**src/rtl/core/tccw_pkg.sv**
```systemverilog
package tccw_pkg;

   // Field widths of the channels
   localparam int OP_W   = 2;
   localparam int CHAR_W = 8;
   localparam int ADDR_W = 11;
   localparam int CELL_W = 16;
   localparam int ATTR_W = 8;

   // Character codes with a meaning of their own
   localparam logic [CHAR_W-1:0] CHAR_NEWLINE   = 8'h0A;
   localparam logic [CHAR_W-1:0] CHAR_BACKSPACE = 8'h08;

   // Blank cell: grey on black, space
   localparam logic [CELL_W-1:0] BLANK_CELL = 16'h0720;
   localparam logic [ATTR_W-1:0] ATTR_RESET = 8'h07;

   typedef enum logic [OP_W-1:0] {
      OP_PUT   = 2'd0,
      OP_CLEAR = 2'd1,
      OP_READ  = 2'd2,
      OP_NONE  = 2'd3
   } op_type;

   typedef enum logic [2:0] {
      ST_INIT,
      ST_IDLE,
      ST_EXEC,
      ST_COPY_RD,
      ST_COPY_WR,
      ST_BLANK,
      ST_READ_WAIT,
      ST_FINISH
   } state_type;

   // Commands from the controller to the datapath
   typedef struct packed {
      logic capture;
      logic execute;
      logic copy_rd;
      logic copy_wr;
      logic blank_wr;
      logic read_load;
      logic rsp_load;
   } cmd_type;

   // Status from the datapath to the controller
   typedef struct packed {
      op_type op;
      logic   wrap;
      logic   read_hit;
      logic   copy_last;
      logic   blank_last;
      logic   rsp_free;
   } status_type;

endpackage

```
**src/rtl/core/tccw_ctrl.sv**
```systemverilog
module tccw_ctrl (
   input  logic                   clock,
   input  logic                   reset,
   input  logic                   req_valid,
   output logic                   req_ready,
   input  tccw_pkg::status_type   status,
   output tccw_pkg::cmd_type      cmd
);
   import tccw_pkg::*;

   state_type state_ff;
   state_type state_in;

   // State register; reset starts the clearing sweep
   always_ff @(posedge clock) begin
      if (reset) begin
         state_ff <= ST_INIT;
      end else begin
         state_ff <= state_in;
      end
   end

   // Next state
   always_comb begin
      state_in = state_ff;
      unique case (state_ff)
         ST_INIT: begin
            if (status.blank_last) state_in = ST_IDLE;
         end
         ST_IDLE: begin
            if (req_valid) state_in = ST_EXEC;
         end
         ST_EXEC: begin
            unique case (status.op)
               OP_PUT:   state_in = status.wrap ? ST_COPY_RD : ST_FINISH;
               OP_CLEAR: state_in = ST_BLANK;
               OP_READ:  state_in = status.read_hit ? ST_READ_WAIT : ST_FINISH;
               default:  state_in = ST_FINISH;
            endcase
         end
         ST_COPY_RD: begin
            state_in = ST_COPY_WR;
         end
         ST_COPY_WR: begin
            state_in = status.copy_last ? ST_BLANK : ST_COPY_RD;
         end
         ST_BLANK: begin
            if (status.blank_last) state_in = ST_FINISH;
         end
         ST_READ_WAIT: begin
            state_in = ST_FINISH;
         end
         ST_FINISH: begin
            if (status.rsp_free) state_in = ST_IDLE;
         end
         default: state_in = ST_INIT;
      endcase
   end

   // Outputs
   always_comb begin
      cmd       = '0;
      req_ready = 1'b0;
      unique case (state_ff)
         ST_INIT: begin
            cmd.blank_wr = 1'b1;
         end
         ST_IDLE: begin
            req_ready   = 1'b1;
            cmd.capture = req_valid;
         end
         ST_EXEC: begin
            cmd.execute = 1'b1;
         end
         ST_COPY_RD: begin
            cmd.copy_rd = 1'b1;
         end
         ST_COPY_WR: begin
            cmd.copy_wr = 1'b1;
         end
         ST_BLANK: begin
            cmd.blank_wr = 1'b1;
         end
         ST_READ_WAIT: begin
            cmd.read_load = 1'b1;
         end
         ST_FINISH: begin
            cmd.rsp_load = status.rsp_free;
         end
         default: begin
            cmd = '0;
         end
      endcase
   end
endmodule

```
**config.mk**
```make
export PLATFORM = sky130hd
export DESIGN_NAME = tccw_ctrl
export DESIGN_NICKNAME = d
export VERILOG_FILES = /design/src/rtl/core/tccw_pkg.sv /design/src/rtl/core/tccw_ctrl.sv
export SDC_FILE = /design/constraint.sdc
export NUM_CORES = 1
export LEC_CHECK = 0
export BUFFER_PORTS_ARGS = -buffer_cell sky130_fd_sc_hd__buf_4
export CORE_MARGIN = 4
export CORE_UTILIZATION = 25
export DETAILED_ROUTE_END_ITERATION = 7
export SLEW_MARGIN = 5
export SYNTH_ARGS = -nofsm -noshare
export SYNTH_HDL_FRONTEND = slang
export SYNTH_SLANG_ARGS = --single-unit
export TNS_END_PERCENT = 5
```
**constraint.sdc**
```tcl
create_clock -name clock -period 2.19 [get_ports clock]
set_input_delay 0.1095 -clock clock [delete_from_list [all_inputs] [get_ports clock]]
set_output_delay 0.1095 -clock clock [all_outputs]
set_load 0.02 [all_outputs]
```
==> impl_metrics.env <==
export IMPL_status="finished, final reports clean"
export IMPL_tightestPinTransition_ps=541
export IMPL_route_detailed_drc=0
export IMPL_synth_edf_count=0
export IMPL_cp_arrival_ps=1750
export IMPL_cts_root_buf="clkbuf_4"
export IMPL_clk_pin_slew_ps=40
export IMPL_wl_met2_um=483
export IMPL_wl_met1_um=381
export IMPL_drt_iter0_markers=3
export IMPL_fin_crit_sh_pct=73.0
export IMPL_required_ps=2340
export IMPL_grt_first_pass_wirelength_mm=1.48
export IMPL_cts_buffer_depth=2
export IMPL_cts_hold_buffers=0
export IMPL_crit_start="state_ff[2]"
export IMPL_finalHoldViolCount=0
export IMPL_grt_pass1_vias=370
export IMPL_track_usage_pct=9.51
export IMPL_clock_sinks=3
export IMPL_ys_ff_latch=3
export IMPL_final_area_um2=526
export IMPL_multiInputGateArea_um2=274
export IMPL_pin_count=18
export IMPL_dieArea_mm2=0.00220
export IMPL_firstDrtPassIters=4
export IMPL_fp_row_count=13
export IMPL_die_w_um=46.9
export IMPL_skew_ps=0.609
export IMPL_p_leak_uw=0.000251
export IMPL_antenna_found_initial=0
export IMPL_synth_area_um2=379
export IMPL_postSynthCellCount=46
export IMPL_coreArea_mm2=0.00137
export IMPL_relSlewSlack_pct=63.9
export IMPL_placed_cell_area_um2=499
export IMPL_met3_wirelength_um=49
export IMPL_synthArstFlopShare_pct=0
export IMPL_hold_class="primary input to flip-flop"
export IMPL_diodes=0
export IMPL_stdcell_count=79
export IMPL_grt_setup_unrepaired="false"
export IMPL_synth_ff_type="dfxtp_1"
export IMPL_yosysWarningCount=0
export IMPL_initial_core_util_pct=27.7
export IMPL_place_inst=75
export IMPL_p_per_area_mw_per_mm2=1200
export IMPL_cts_tree="built"
export IMPL_cts_resized=0
export IMPL_overflow=0
export IMPL_ctsHtreeMaxLevel=1
export IMPL_nets=79
export IMPL_place_congestion=0.725
export IMPL_syn_nets=60
export IMPL_routed_wl_um=914
export IMPL_regMostFlops="state_ff"
export IMPL_timing_setup_tns_ps=0
export IMPL_peakVddDrop_mv=0.368
export IMPL_drv_cap=0
export IMPL_fmax_mhz=625
export IMPL_critPathLaunchType="flip-flop"
export IMPL_worstHoldStart="reset"
export IMPL_drive_gt1_share_pct=39.1
export IMPL_ys_seq_area_share_pct=15.8
export IMPL_die_y_um=46.9
export IMPL_vias=375
export IMPL_seqCellArea_um2=60.1
export IMPL_critPathMaxFanout=10
export IMPL_r2r_start="state_ff[2]"
export IMPL_crit_type="flip-flop to flip-flop"
export IMPL_grt_max_degree=16
export IMPL_port_buffers=17
export IMPL_final_setup_viol_count=0
export IMPL_cts_setup_buffers=0
export IMPL_drv_slew=0
export IMPL_largest_reg_flops=3
export IMPL_yosys_cell_types_count=26
export IMPL_hpwl_um=704
export IMPL_viasPerCell=4.75
export IMPL_area_growth_pct=38.6
export IMPL_wire_per_inst_um=11.6
export IMPL_reg_top3="state_ff: 3 flops"
export IMPL_cts_buffers=3
export IMPL_postSynthAreaPerCell_um2=8.24
export IMPL_top_layer="met3"
export IMPL_worst_setup_path_end_kind="flip-flop"
export IMPL_num_fill_cells=158
export IMPL_clk_latency_ps=230
export IMPL_detail_route_antenna_nets=0
export IMPL_final_min_clock_period_ps=1600
## layer usage
metal / track usage [%] / up-vias
met3: 3.45 / 0
met5: 0 / -
met2: 17.3 / 13
met1: 9.95 / 163
li1: - / 199
met4: 3.31 / 0
## critical path: stages, from the launching register on
cell      delay [ps]
dfxtp_1          540
mux2i_1          190
a311oi_4         390
o41ai_1          170
a221oi_2         220
## placed cells by master (no fill, tap or decap), types with 2 or more instances in the layout
cell / count
nor3_1: 3
ha_1: 4
and3_1: 2
inv_1: 5
clkbuf_4: 3
dfxtp_1: 3
buf_4: 17
nor2_1: 5
nand2_1: 2
o21ai_0: 3
## synthesized netlist by cell type (2+ instances only)
master | instances | area share [%]
o21ai_0 | 3 | 4.0
dfxtp_1 | 3 | 16
inv_1 | 5 | 5.0
ha_1 | 4 | 13
nor3_1 | 3 | 4.0
and3_1 | 2 | 3.3
nor2_1 | 5 | 5.0
nand2_1 | 2 | 2.0
buf_6 | 2 | 5.9
## stage by stage
step	utilization (%)	power, uW	hold WS (ps)	setup slack [ps]
2_1_floorplan	-	438	176	781
3_3_place_gp	36.5	536	295	639
3_5_place_dp	36.5	537	298	622
4_1_cts	38.5	641	48.0	591
5_1_grt	38.5	688	52.5	451
6_report	38.5	631	57.5	591
## cells by family (layout without fill, tap and decap cells)
group	count (synthesis)	after routing	synth area share (%)
simple gates	20	20	32.0
buf+inv	8	26	11.9
mux	1	1	2.64
fa+ha+maj	4	4	13.2
flops	3	3	15.8
xor+xnor	1	1	2.31
compound gates	9	9	22.1
## cell type report
| class | instances | area share (%) |
|---|---|---|
| Clock buffer | 4 | 5.00 |
| Inverter | 5 | 3.57 |
| Multi-Input combinational cell | 35 | 52.1 |
| Sequential cell | 3 | 11.4 |
| Tap cell | 15 | 3.57 |
| Timing Repair Buffer | 17 | 24.3 |
## worst paths after layout
path                       to  slack (ps)  cells past startpoint
setup / recovery  state_ff[2]         590                      4
hold / removal    state_ff[2]          60                      2
setup reg to reg  state_ff[2]         590                      4
hold reg to reg   state_ff[0]         680                      2
## power breakdown
| group | internal [uW] | switching (uW) |
|---|---|---|
| clock | 68.3 | 28.8 |
| combinational | 177 | 198 |
| sequential | 79.2 | 79.9 |
Power figures use the tool's default switching activity.
